`config.mk`:
```
export PLATFORM = sky130hd
export DESIGN_NAME = decimal_string_to_int64
export DESIGN_NICKNAME = d
export VERILOG_FILES = /design/src/dsi_pkg.sv /design/src/dsi_front.sv /design/src/dsi_queue.sv /design/src/dsi_back.sv /design/src/decimal_string_to_int64.sv
export SDC_FILE = /design/constraint.sdc
export NUM_CORES = 1
export LEC_CHECK = 0
export ABC_AREA = 1
export BUFFER_PORTS_ARGS = -buffer_cell sky130_fd_sc_hd__buf_2
export CORE_UTILIZATION = 44
export DETAILED_ROUTE_END_ITERATION = 16
export PLACE_DENSITY = 0.66
export RECOVER_POWER = 100
export SKIP_LAST_GASP = 1
export SYNTH_ARGS = -nofsm -noshare
export SYNTH_HDL_FRONTEND = slang
export SYNTH_SLANG_ARGS = --single-unit
```
`constraint.sdc`:
```
create_clock -name i_clk -period 12.5 [get_ports i_clk]
set_clock_uncertainty 0.15 [all_clocks]
set_input_delay 1.875 -clock i_clk [delete_from_list [all_inputs] [get_ports i_clk]]
set_output_delay 1.875 -clock i_clk [all_outputs]
set_load 0.05 [all_outputs]
```
`src/dsi_pkg.sv`:
```
// ----------------------------------------------------------------------------
// dsi_pkg: shared types and constants for the decimal string parser
// Beat types for both channels, the queued operation format, phase codes
// and the numeric limits used by the accumulator.
// ----------------------------------------------------------------------------
package dsi_pkg;

    localparam int unsigned DEF_MAX_LEN     = 32'd65535;
    localparam int unsigned DEF_QUEUE_DEPTH = 4;

    localparam int unsigned COUNT_W = 16;
    localparam int unsigned MAG_W   = 64;
    // room for 10*m + d with m up to 2^63
    localparam int unsigned PROD_W  = MAG_W + 4;

    localparam logic [MAG_W-1:0] LIMIT_POS = 64'h7FFF_FFFF_FFFF_FFFF;
    localparam logic [MAG_W-1:0] LIMIT_NEG = 64'h8000_0000_0000_0000;

    localparam logic [7:0] CH_SPACE = 8'h20;
    localparam logic [7:0] CH_TAB   = 8'h09;
    localparam logic [7:0] CH_CR    = 8'h0D;
    localparam logic [7:0] CH_PLUS  = 8'h2B;
    localparam logic [7:0] CH_MINUS = 8'h2D;
    localparam logic [7:0] CH_ZERO  = 8'h30;
    localparam logic [7:0] CH_NINE  = 8'h39;

    typedef struct packed {
        logic [7:0] text_byte;
        logic       last_byte;
    } t_text;

    typedef struct packed {
        logic signed [63:0] parsed_value;
        logic               out_of_range;
        logic [15:0]        consumed_count;
    } t_result;

    typedef enum logic [1:0] {
        PH_SPACE,
        PH_DIGITS,
        PH_STOP
    } t_phase;

    typedef enum logic [1:0] {
        OP_NONE,   // byte ignored
        OP_COUNT,  // whitespace or plus sign: count only
        OP_NEG,    // minus sign
        OP_DIGIT   // decimal digit
    } t_op_kind;

    typedef struct packed {
        t_op_kind   kind;
        logic [3:0] digit;
        logic       last;
    } t_op;

endpackage

```
`src/dsi_front.sv`:
```
// ----------------------------------------------------------------------------
// dsi_front: byte classifier
// Tracks the parse phase and turns each accepted byte into a queued op.
// ----------------------------------------------------------------------------
module dsi_front
    import dsi_pkg::*;
(
    input  logic  i_clk,
    input  logic  i_rst_n,
    input  logic  i_accept,
    input  t_text i_text,
    output t_op   o_op
);

    t_phase r_phase;
    t_phase n_phase;
    logic   is_blank;
    logic   is_digit;

    assign is_blank = (i_text.text_byte == CH_SPACE) ||
                      ((i_text.text_byte >= CH_TAB) && (i_text.text_byte <= CH_CR));
    assign is_digit = (i_text.text_byte >= CH_ZERO) && (i_text.text_byte <= CH_NINE);

    always_ff @(posedge i_clk) begin
        if (!i_rst_n) begin
            r_phase <= PH_SPACE;
        end else begin
            r_phase <= n_phase;
        end
    end

    always_comb begin
        n_phase    = r_phase;
        o_op.kind  = OP_NONE;
        o_op.digit = 4'(i_text.text_byte - CH_ZERO);
        o_op.last  = i_text.last_byte;
        unique case (r_phase)
            PH_SPACE: begin
                if (is_blank) begin
                    o_op.kind = OP_COUNT;
                end else if (i_text.text_byte == CH_MINUS) begin
                    o_op.kind = OP_NEG;
                    n_phase   = PH_DIGITS;
                end else if (i_text.text_byte == CH_PLUS) begin
                    o_op.kind = OP_COUNT;
                    n_phase   = PH_DIGITS;
                end else if (is_digit) begin
                    o_op.kind = OP_DIGIT;
                    n_phase   = PH_DIGITS;
                end else begin
                    n_phase   = PH_STOP;
                end
            end
            PH_DIGITS: begin
                if (is_digit) begin
                    o_op.kind = OP_DIGIT;
                end else begin
                    n_phase   = PH_STOP;
                end
            end
            PH_STOP: begin
                o_op.kind = OP_NONE;
            end
            default: begin
                n_phase = PH_SPACE;
            end
        endcase
        if (!i_accept) begin
            n_phase = r_phase;
        end else if (i_text.last_byte) begin
            n_phase = PH_SPACE;
        end
    end

endmodule

```
`src/dsi_queue.sv`:
```
// ----------------------------------------------------------------------------
// dsi_queue: op queue between classifier and accumulator
// Small register queue; lets either side stall on its own.
// ----------------------------------------------------------------------------
module dsi_queue
    import dsi_pkg::*;
#(
    parameter int unsigned DEPTH = DEF_QUEUE_DEPTH
) (
    input  logic i_clk,
    input  logic i_rst_n,
    input  logic i_push,
    input  t_op  i_op,
    output logic o_full,
    output logic o_valid,
    output t_op  o_op,
    input  logic i_take
);

    localparam int unsigned AW = (DEPTH > 1) ? $clog2(DEPTH) : 1;
    localparam int unsigned CW = $clog2(DEPTH + 1);

    t_op           r_mem [DEPTH];
    logic [AW-1:0] r_wr;
    logic [AW-1:0] r_rd;
    logic [CW-1:0] r_cnt;
    logic [AW-1:0] n_wr;
    logic [AW-1:0] n_rd;
    logic [CW-1:0] n_cnt;
    logic          do_wr;
    logic          do_rd;

    assign o_full  = (r_cnt == CW'(DEPTH));
    assign o_valid = (r_cnt != '0);
    assign o_op    = r_mem[r_rd];
    assign do_wr   = i_push && !o_full;
    assign do_rd   = i_take && o_valid;

    always_comb begin
        n_wr  = r_wr;
        n_rd  = r_rd;
        n_cnt = r_cnt;
        if (do_wr) begin
            n_wr = (r_wr == AW'(DEPTH - 1)) ? '0 : r_wr + 1'b1;
        end
        if (do_rd) begin
            n_rd = (r_rd == AW'(DEPTH - 1)) ? '0 : r_rd + 1'b1;
        end
        if (do_wr && !do_rd) begin
            n_cnt = r_cnt + 1'b1;
        end else if (do_rd && !do_wr) begin
            n_cnt = r_cnt - 1'b1;
        end
    end

    always_ff @(posedge i_clk) begin
        if (!i_rst_n) begin
            r_wr  <= '0;
            r_rd  <= '0;
            r_cnt <= '0;
        end else begin
            r_wr  <= n_wr;
            r_rd  <= n_rd;
            r_cnt <= n_cnt;
        end
    end

    always_ff @(posedge i_clk) begin
        if (do_wr) begin
            r_mem[r_wr] <= i_op;
        end
    end

endmodule

```
`src/dsi_back.sv`:
```
// ----------------------------------------------------------------------------
// dsi_back: accumulator and result stage
// Multiply-by-ten accumulate with exact overflow test, byte count, then a
// final stage that applies sign and saturation into the output register.
// ----------------------------------------------------------------------------
module dsi_back
    import dsi_pkg::*;
#(
    parameter int unsigned MAX_LEN = DEF_MAX_LEN
) (
    input  logic    i_clk,
    input  logic    i_rst_n,
    input  logic    i_op_valid,
    input  t_op     i_op,
    output logic    o_op_take,
    input  logic    i_pop,
    output logic    o_empty,
    output t_result o_result
);

    localparam logic [COUNT_W-1:0] COUNT_CAP =
        (MAX_LEN > 32'd65535) ? 16'hFFFF : COUNT_W'(MAX_LEN);

    // running parse state
    logic               r_neg;
    logic [MAG_W-1:0]   r_mag;
    logic               r_ovf;
    logic [COUNT_W-1:0] r_cnt;
    logic               n_neg;
    logic [MAG_W-1:0]   n_mag;
    logic               n_ovf;
    logic [COUNT_W-1:0] n_cnt;

    // finished string, waiting for the output register
    logic               r_fin_valid;
    logic               r_fin_neg;
    logic [MAG_W-1:0]   r_fin_mag;
    logic               r_fin_ovf;
    logic [COUNT_W-1:0] r_fin_cnt;

    logic               r_out_valid;
    t_result            r_out;

    logic               a_neg;
    logic [MAG_W-1:0]   a_mag;
    logic               a_ovf;
    logic [COUNT_W-1:0] a_cnt;
    logic [PROD_W-1:0]  prod;
    logic [MAG_W-1:0]   limit;
    logic               bump;
    logic               fin_move;
    logic               pop_fire;
    logic               take;

    assign pop_fire  = i_pop && r_out_valid;
    assign fin_move  = r_fin_valid && (!r_out_valid || pop_fire);
    assign take      = i_op_valid && (!i_op.last || !r_fin_valid || fin_move);
    assign o_op_take = take;
    assign o_empty   = !r_out_valid;
    assign o_result  = r_out;

    assign limit = r_neg ? LIMIT_NEG : LIMIT_POS;
    assign prod  = ({4'b0, r_mag} << 3) + ({4'b0, r_mag} << 1) + PROD_W'(i_op.digit);
    assign bump  = (r_cnt < COUNT_CAP);

    always_comb begin
        a_neg = r_neg;
        a_mag = r_mag;
        a_ovf = r_ovf;
        a_cnt = r_cnt;
        unique case (i_op.kind)
            OP_NONE: begin
                a_cnt = r_cnt;
            end
            OP_COUNT: begin
                if (bump) a_cnt = r_cnt + 1'b1;
            end
            OP_NEG: begin
                a_neg = 1'b1;
                if (bump) a_cnt = r_cnt + 1'b1;
            end
            OP_DIGIT: begin
                if (!r_ovf) begin
                    // 10*m + d > limit is the same test as m > (limit - d) / 10
                    if (prod > {4'b0, limit}) begin
                        a_ovf = 1'b1;
                    end else begin
                        a_mag = prod[MAG_W-1:0];
                    end
                end
                if (bump) a_cnt = r_cnt + 1'b1;
            end
            default: begin
                a_cnt = r_cnt;
            end
        endcase

        n_neg = r_neg;
        n_mag = r_mag;
        n_ovf = r_ovf;
        n_cnt = r_cnt;
        if (take) begin
            if (i_op.last) begin
                n_neg = 1'b0;
                n_mag = '0;
                n_ovf = 1'b0;
                n_cnt = '0;
            end else begin
                n_neg = a_neg;
                n_mag = a_mag;
                n_ovf = a_ovf;
                n_cnt = a_cnt;
            end
        end
    end

    always_ff @(posedge i_clk) begin
        if (!i_rst_n) begin
            r_neg       <= 1'b0;
            r_mag       <= '0;
            r_ovf       <= 1'b0;
            r_cnt       <= '0;
            r_fin_valid <= 1'b0;
            r_out_valid <= 1'b0;
        end else begin
            r_neg       <= n_neg;
            r_mag       <= n_mag;
            r_ovf       <= n_ovf;
            r_cnt       <= n_cnt;
            r_fin_valid <= (r_fin_valid && !fin_move) || (take && i_op.last);
            r_out_valid <= (r_out_valid && !pop_fire) || fin_move;
        end
    end

    always_ff @(posedge i_clk) begin
        if (take && i_op.last) begin
            r_fin_neg <= a_neg;
            r_fin_mag <= a_mag;
            r_fin_ovf <= a_ovf;
            r_fin_cnt <= a_cnt;
        end
        if (fin_move) begin
            if (r_fin_ovf) begin
                r_out.parsed_value <= r_fin_neg ? signed'(LIMIT_NEG) : signed'(LIMIT_POS);
            end else if (r_fin_neg) begin
                r_out.parsed_value <= signed'(MAG_W'(0) - r_fin_mag);
            end else begin
                r_out.parsed_value <= signed'(r_fin_mag);
            end
            r_out.out_of_range   <= r_fin_ovf;
            r_out.consumed_count <= r_fin_cnt;
        end
    end

endmodule

```
`src/decimal_string_to_int64.sv`:
```
// ----------------------------------------------------------------------------
// decimal_string_to_int64: streaming decimal text to saturating int64
// Skips leading whitespace, takes an optional sign, accumulates digits and
// gives one result beat per string, on its final byte.
//
//   channel | handshake         | beat
//   --------+-------------------+------------------------------------------
//   input   | push / full       | i_text   : text_byte, last_byte
//   result  | empty / pop       | o_result : parsed_value, out_of_range,
//           |                   |            consumed_count
//
// One byte per cycle sustained while results are popped; the multiply-by-ten
// accumulate in the back end is the loop through r_mag that sets that rate.
// A result reaches the result side through the op queue write of its final
// byte, then accumulate, then the sign/saturate stage.
// Reset is synchronous, active low; no clearing pass, the block takes
// bytes from the first cycle after reset.
// A stalled result side fills the op queue, then full rises; bytes that
// cause no result keep flowing as long as the queue has room.
// ----------------------------------------------------------------------------
module decimal_string_to_int64
    import dsi_pkg::*;
#(
    parameter int unsigned MAX_LEN     = DEF_MAX_LEN,
    parameter int unsigned QUEUE_DEPTH = DEF_QUEUE_DEPTH
) (
    input  logic    i_clk,
    input  logic    i_rst_n,
    input  logic    push,
    output logic    full,
    input  t_text   i_text,
    output logic    empty,
    input  logic    pop,
    output t_result o_result
);

    logic accept;   // input beat taken this cycle
    t_op  front_op;
    t_op  q_op;
    logic q_full;
    logic q_valid;
    logic q_take;

    assign full   = q_full;
    assign accept = push && !q_full;

    // front: phase tracking and byte classification
    dsi_front u_front (
        .i_clk   (i_clk),
        .i_rst_n (i_rst_n),
        .i_accept(accept),
        .i_text  (i_text),
        .o_op    (front_op)
    );

    // decoupling queue between classifier and accumulator
    dsi_queue #(
        .DEPTH(QUEUE_DEPTH)
    ) u_queue (
        .i_clk  (i_clk),
        .i_rst_n(i_rst_n),
        .i_push (accept),
        .i_op   (front_op),
        .o_full (q_full),
        .o_valid(q_valid),
        .o_op   (q_op),
        .i_take (q_take)
    );

    // back: accumulate, count, sign and saturate, output register
    dsi_back #(
        .MAX_LEN(MAX_LEN)
    ) u_back (
        .i_clk     (i_clk),
        .i_rst_n   (i_rst_n),
        .i_op_valid(q_valid),
        .i_op      (q_op),
        .o_op_take (q_take),
        .i_pop     (pop),
        .o_empty   (empty),
        .o_result  (o_result)
    );

endmodule

```
Yosys cells after proc, flatten, opt, wreduce, memory -nomap -nowiden
Memory sizes are Yosys's and may differ from the RTL's. A register that Yosys moved wholly into a read port is not among the register bits.
Index checks and enable logic that the tools add are counted.
{ "word_totals": {"register_bits": 256, "latch_bits": 0, "mem_bits_rw": 28, "mem_bits_ro": 0, "input_bits": 13, "out_inout_bits": 83, "elab_cells": 117, "n_memories": 1} }
{ "op_classes": {"n_addsub": 9, "multipliers": 0, "n_div": 0, "magnitude_cmp": 6, "eq_ne": 14, "n_shift": 0, "muxes": 37, "n_bitwise": 0, "reduce_logical": 33} }
{ "mem_list": {"columns": ["memory", "words", "word_bits", "rd", "rd_ports_with_merged_regs", "wr", "line_no", "text"], "rows": [
  ["u_queue.r_mem", 4, 7, 1, 1, 1, "dsi_queue.sv:23", "t_op r_mem [DEPTH];"]
]} }
{ "op_table": {"columns": ["cell", "count"], "rows": [
  ["$mux W64", 8],
  ["$add A67 B65 Y68", 1],
  ["$add A68 B4 Y68", 1],
  ["$gt A68 B64 Y1", 1],
  ["$sub A1 B64 Y64 const A", 1],
  ["$mux W16", 2],
  ["$pmux W16 S2", 1],
  ["$mux W2", 14],
  ["$eq A8 B6 Y1 const B", 3],
  ["$add A16 B1 Y16 const B", 1],
  ["$lt A16 B16 Y1 const B", 1],
  ["$logic_and A1 B1 Y1", 13],
  ["$eq A2 B2 Y1 const B", 5],
  ["$ge A8 B4 Y1 const B", 1],
  ["$ge A8 B6 Y1 const B", 1],
  ["$le A8 B4 Y1 const B", 1],
  ["$le A8 B6 Y1 const B", 1],
  ["$logic_not A1 Y1", 8],
  ["$mux W1", 8],
  ["$logic_or A1 B1 Y1", 6],
  ["$mux W3", 2],
  ["$ne A3 B3 Y1 const B", 2],
  ["$pmux W2 S3", 1],
  ["$add A2 B1 Y2 const B", 2],
  ["other kinds (12)", 14]
]} }

Logic depth before layout (Yosys ltp)
{ "depth": {"depth_word": 9, "ltp_mapped": 41, "mapped_depth_nobuf": 38} }

Cells and area by module
From an unflattened synthesis, not the netlist that was laid out.
{ "hier_totals": {"hier_cells": 2777, "area_unflattened_um2": 20880.0} }
{ "modules_own_cells": {"columns": ["mod", "n_inst", "cells_each", "area_per_inst_um2", "seq_area_each_um2"], "rows": [
  ["dsi_back", 1, 2572, 18929.4, 6576.3],
  ["dsi_queue", 1, 136, 1567.8, 1021.0],
  ["dsi_front", 1, 67, 372.9, 40.0],
  ["decimal_string_to_int64", 1, 2, 10.0, 0.0]
]} }

Worst setup path after synthesis
No wires, ideal clock.
{ "synth_timing": {"path_kind": "input to register", "from": "in pop", "to": "reg u_back.r_out (netlist bit u_back.o_result[0]) (enable)", "setup_ns": 0.547, "t_arrival_ns": 5.814, "required_time_ns": 11.803, "path_slack_ns": 5.989, "stages": 2, "path_buffers": 0, "path_cell_list": "inv_1 -> a21oi_1"} }
{ "synth_between": {"elab_chain_len": 3} }
{ "synth_rtl": {"columns": ["item", "line_no", "text"], "rows": [
  ["start, declared", "decimal_string_to_int64.sv:33", "input logic pop,"],
  ["$logic_and A1 B1 Y1", "dsi_back.sv:55", "assign pop_fire = i_pop && r_out_valid;"],
  ["$logic_or A1 B1 Y1", "dsi_back.sv:56", "assign fin_move = r_fin_valid && (!r_out_valid || pop_fire);"],
  ["$logic_and A1 B1 Y1", "dsi_back.sv:56", null],
  ["via u_back.fin_move", "dsi_back.sv:51", "logic fin_move;"],
  ["end, declared", "dsi_back.sv:42", "t_result r_out;"]
]} }
The timed path passes the listed nets, and every way through them passes these cells.
A chain may end at the register's enable or synchronous reset.

==> implementation parameters <==
Parameter                              Value

Run status
  Run status ... complete, but fails checks
  Violated checks ... design-rule violations, max-capacitance violations, max-slew violations

Timing
  Number of hold violations in the final report ... 0
  Number of pins exceeding their max-slew limit in the final report ... just over 500
  Slew at the pin closest to its max-slew limit ... approximately 4.2 ns
  Worst slew margin relative to its limit ... -182%
  Unrepaired setup endpoints after global routing ... no
  Min Clock Period, post-route ... 7.80 ns
  Part of the cycle the worst path needs ... between 60% and 70%
  Final count of negative-setup-slack endpoints ... 0
  Setup TNS after final layout ... 0 ns
  Fin worst setup slack ... around 4.7 ns
  FMAX ... around 130 MHz

Placement
  Cell count after placement ... 3,410
  Weighted congestion reported at the end of routability-driven placement ... 0.947
  Input/output buffers ... 95
  Placed wire-length estimate after detailed placement ... approximately 46,000 um
  Setup slack at placement ... roughly 4.9 ns

Detailed routing
  Final Routed Wirelength ... 60,500 um
  Total vias in the final route ... 18,500
  Amount of wire on met3 after detailed routing ... between 3000 and 4000 um
  DRT antenna net count ... 0
  Length of routed wiring on met1 ... between 20,000 and 30,000 um
  WL met2 ... 27,500 um
  DRC Markers ... 12
  Number of vias per cell ... between 5 and 6
  Highest metal layer with signal wires ... met4
  Detailed-routing iteration count for the pre-antenna-repair pass ... 12
  Final routed wire length divided by cell count ... around 17 um
  Iter 0 DRT Violations ... 1,461

Finish
  Final Net Count ... about 3,100
  Fillcell total ... 4,592
  Storage cell area ... approximately 0.0076 sq mm
  Final cell count without fillers ... 3,471
  Signed area change from the synthesized netlist to the final layout ... 9.51%
  Share of layout cells above drive strength 1 ... about 4.3%
  Number of diodes added for antenna fixing ... 0
  Multi-input combinational cell area ... around 0.011 sq mm

Synth
  Register bit count reported by yosys ... ~290
  Proportion of register bits with asynchronous set or reset after synthesis ... 0%
  Compound-Gate Fraction of Synth Area ... just over 10%
  Most repeated cell in the gate-level netlist after synthesis ... sky130_fd_sc_hd__nand2_1
  Top-area cell type share of the netlist area ... between 20% and 30%
  Number of enable-type register cells in the synthesized netlist ... between 150 and 200
  Xor and xnor area share after synthesis ... 5.09%
  Primary FF master, synth ... sky130_fd_sc_hd__edfxtp_1
  Post-synth top area cell ... sky130_fd_sc_hd__edfxtp_1
  Synthesis warning total ... 0
  Adder-cell share of the synthesized area ... approximately an eighth
  Largest cells by area after synthesis ... sky130_fd_sc_hd__edfxtp_1, sky130_fd_sc_hd__ha_1, sky130_fd_sc_hd__nand2_1
  Mapped cell area ... roughly 0.021 sq mm
  Post-synthesis simple-gate area fraction ... roughly 27%
  Syn Inst Count ... 2,767
  Number of distinct library cells after synthesis ... 52
  Syn_nets ... around 3,000
  Mux share of post-synthesis cell area ... 0.0536%
  Seq/Total Area, Yosys ... 36.4%
  Commonest cells in the netlist ... sky130_fd_sc_hd__nand2_1, sky130_fd_sc_hd__inv_1, sky130_fd_sc_hd__nor2_1, sky130_fd_sc_hd__a21oi_1, sky130_fd_sc_hd__ha_1
  Combinational family with the most area after synthesis ... simple AND/OR/NAND/NOR gates
  Synth Area per Inst ... ~7.6 sq um

Worst setup path
  Setup slack of the most critical reg-to-reg path ... 4.70 ns
  Largest stage delay, worst path ... 0.67 ns
  CP startpoint kind ... register
  Cell with the largest stage delay on the worst path ... sky130_fd_sc_hd__nor3_1
  Register-to-Register Path Depth ... 34
  Critical Path RT ... around 13 ns
  Critical path start-end classification ... register to register
  End of the worst register-to-register path ... u_back.r_fin_mag[15]
  Largest driver fanout on the critical path ... 48
  Arrival time reported for the critical path endpoint ... about 8.0 ns
  Worst setup EP type ... register
  Cell repeated most along the worst path ... sky130_fd_sc_hd__nand2_1

Clock tree
  Hold-fix buffers at CTS ... 0
  Clock tree from TritonCTS ... done
  Clock root buffer ... sky130_fd_sc_hd__clkbuf_16
  Clock Tree Buf Depth ... 3
  Total number of H-tree levels ... 2
  Post CTS Setup Buffer Count ... 0
  Insertion delay to the later sink of the worst-skew pair ... roughly 0.56 ns
  Total CTS buffers ... 34
  Clock Sinks ... 286
  Number of gates resized after CTS ... 0
  Clk pin slew, worst setup/hold paths ... ~0.060 ns

Die
  IO Pins ... 96
  Die width ... about 220 um
  Initial standard-cell utilization of the core ... approximately 45%
  Site row count ... between 70 and 80
  Die area ... 0.0486 sq mm
  Floorplan Core Area ... approximately 0.047 sq mm
  Die Ht ... 220 um

Worst hold path
  Kind of path behind the tightest hold check ... register to register
  Worst-case hold path end point ... u_back.o_result[3]
  Hold path startpoint ... u_back.r_fin_cnt[3]
  Worst hold path stage count ... 0

Power
  Leakage power summed over all cells ... approximately 11 nW
  Total power density per cell area ... about 260 mW/mm^2
  Worst-case vdd ir drop ... approximately 0.27 mV
  Overall power of the completed layout ... roughly 6 mW

Global route
  Overall routing resource usage ... between 20% and 30%
  Pin count of the biggest net entering global routing ... just over 80
  Antenna violations before repair ... 0
  Number of global-route vias before repair ... 18,100
  Wire length of the first global-routing pass ... roughly 95,000 um
  Remaining Overflow, GRT ... 0

Flow run
  Number of violations of the max-capacitance limit ... 11
[state kept, by name, indices dropped and copies added, names as in the netlist, named ones only]
| name | cells |
|---|---|
| u_back.o_result | 81 |
| u_back.r_fin_valid | 1 |
| u_queue.r_rd | 2 |
| u_back.r_out_valid | 1 |
| u_back.r_ovf | 1 |
| u_back.r_fin_mag | 64 |
| u_back.r_fin_cnt | 16 |
| u_back.r_neg | 1 |
| u_back.r_fin_neg | 1 |
| u_queue.r_cnt | 3 |
| u_queue.r_mem | 28 |
| u_back.r_fin_ovf | 1 |
| u_back.r_cnt | 16 |
| u_back.r_mag | 64 |
| u_front.r_phase | 2 |
| u_queue.r_wr | 2 |
[logic make-up after synthesis]
logic type      Yosys count
compound gates          386
xor+xnor                122
fa+ha+maj               202
buf+inv                 481
flops                   286
mux                       1
simple gates           1289
[final cells by class]
class	instances	area share [%]
multi-input combinational	2000	49.6
sequential	286	33.2
clock inverter	21	1.22
clock buffer	40	4.12
timing repair buffer	109	1.91
tap	607	3.30
inverter	408	6.67
[how the worst max path moves through the flow]
stage	from	to	cells past startpoint
floorplan	pop	u_back.o_result[0]	2
global placement	register	u_back.r_fin_mag[44]	34
detailed placement	register	u_back.r_fin_mag[58]	34
CTS	register	u_back.r_fin_mag[37]	34
global route	register	u_back.r_mag[39]	35
finish	register	u_back.r_fin_mag[15]	34
[per-layer routing]
metal,vias to the layer above,global-route usage [%]
met5,-,0
met4,0,8.07
met3,109,4.15
met2,530,41.5
met1,8605,33.6
li1,9280,-
[critical path, delay by kind of cell, from the launching register on]
kind,cells,cell delay [ns]
AOI/OAI and AO/OA,4,0.94
adders and majority gates,3,1.25
buffers and inverters,5,1.12
DFF,1,0.59
and+or+nand+nor,22,3.46
[placed cells by master, fill, tap and decap left out, drive strengths merged, types with 22 or more instances in the layout]
cell type	count
nor4	22
a21oi	229
xnor2	38
dfxtp	95
xor2	84
o21ai	92
nand4	78
nor2	287
nor3	44
inv	408
nand2	631
ha	199
clkbuf	137
edfxtp	191
and2	65
nand3	139
[where the power goes]
| part | internal, mW | switching, mW | leakage, nW | total (mW) |
|---|---|---|---|---|
| Sequential | 1.56 | 0.290 | 2.58 | 1.85 |
| Clock | 0.670 | 0.416 | 0.596 | 1.09 |
| Combinational | 0.871 | 2.09 | 7.35 | 2.96 |
[per-stage QoR]
stage	instance area (sq um)	hold WS [ns]	util, %
final	23000	0.271	49.2
after global routing	23000	0.290	49.2
after CTS	23200	0.276	49.7
after detailed placement	22000	0.255	47.1
after global placement	22000	0.257	47.1
after floorplan	21000	0.250	-
Note: power is estimated with default switching activity, not from simulation.
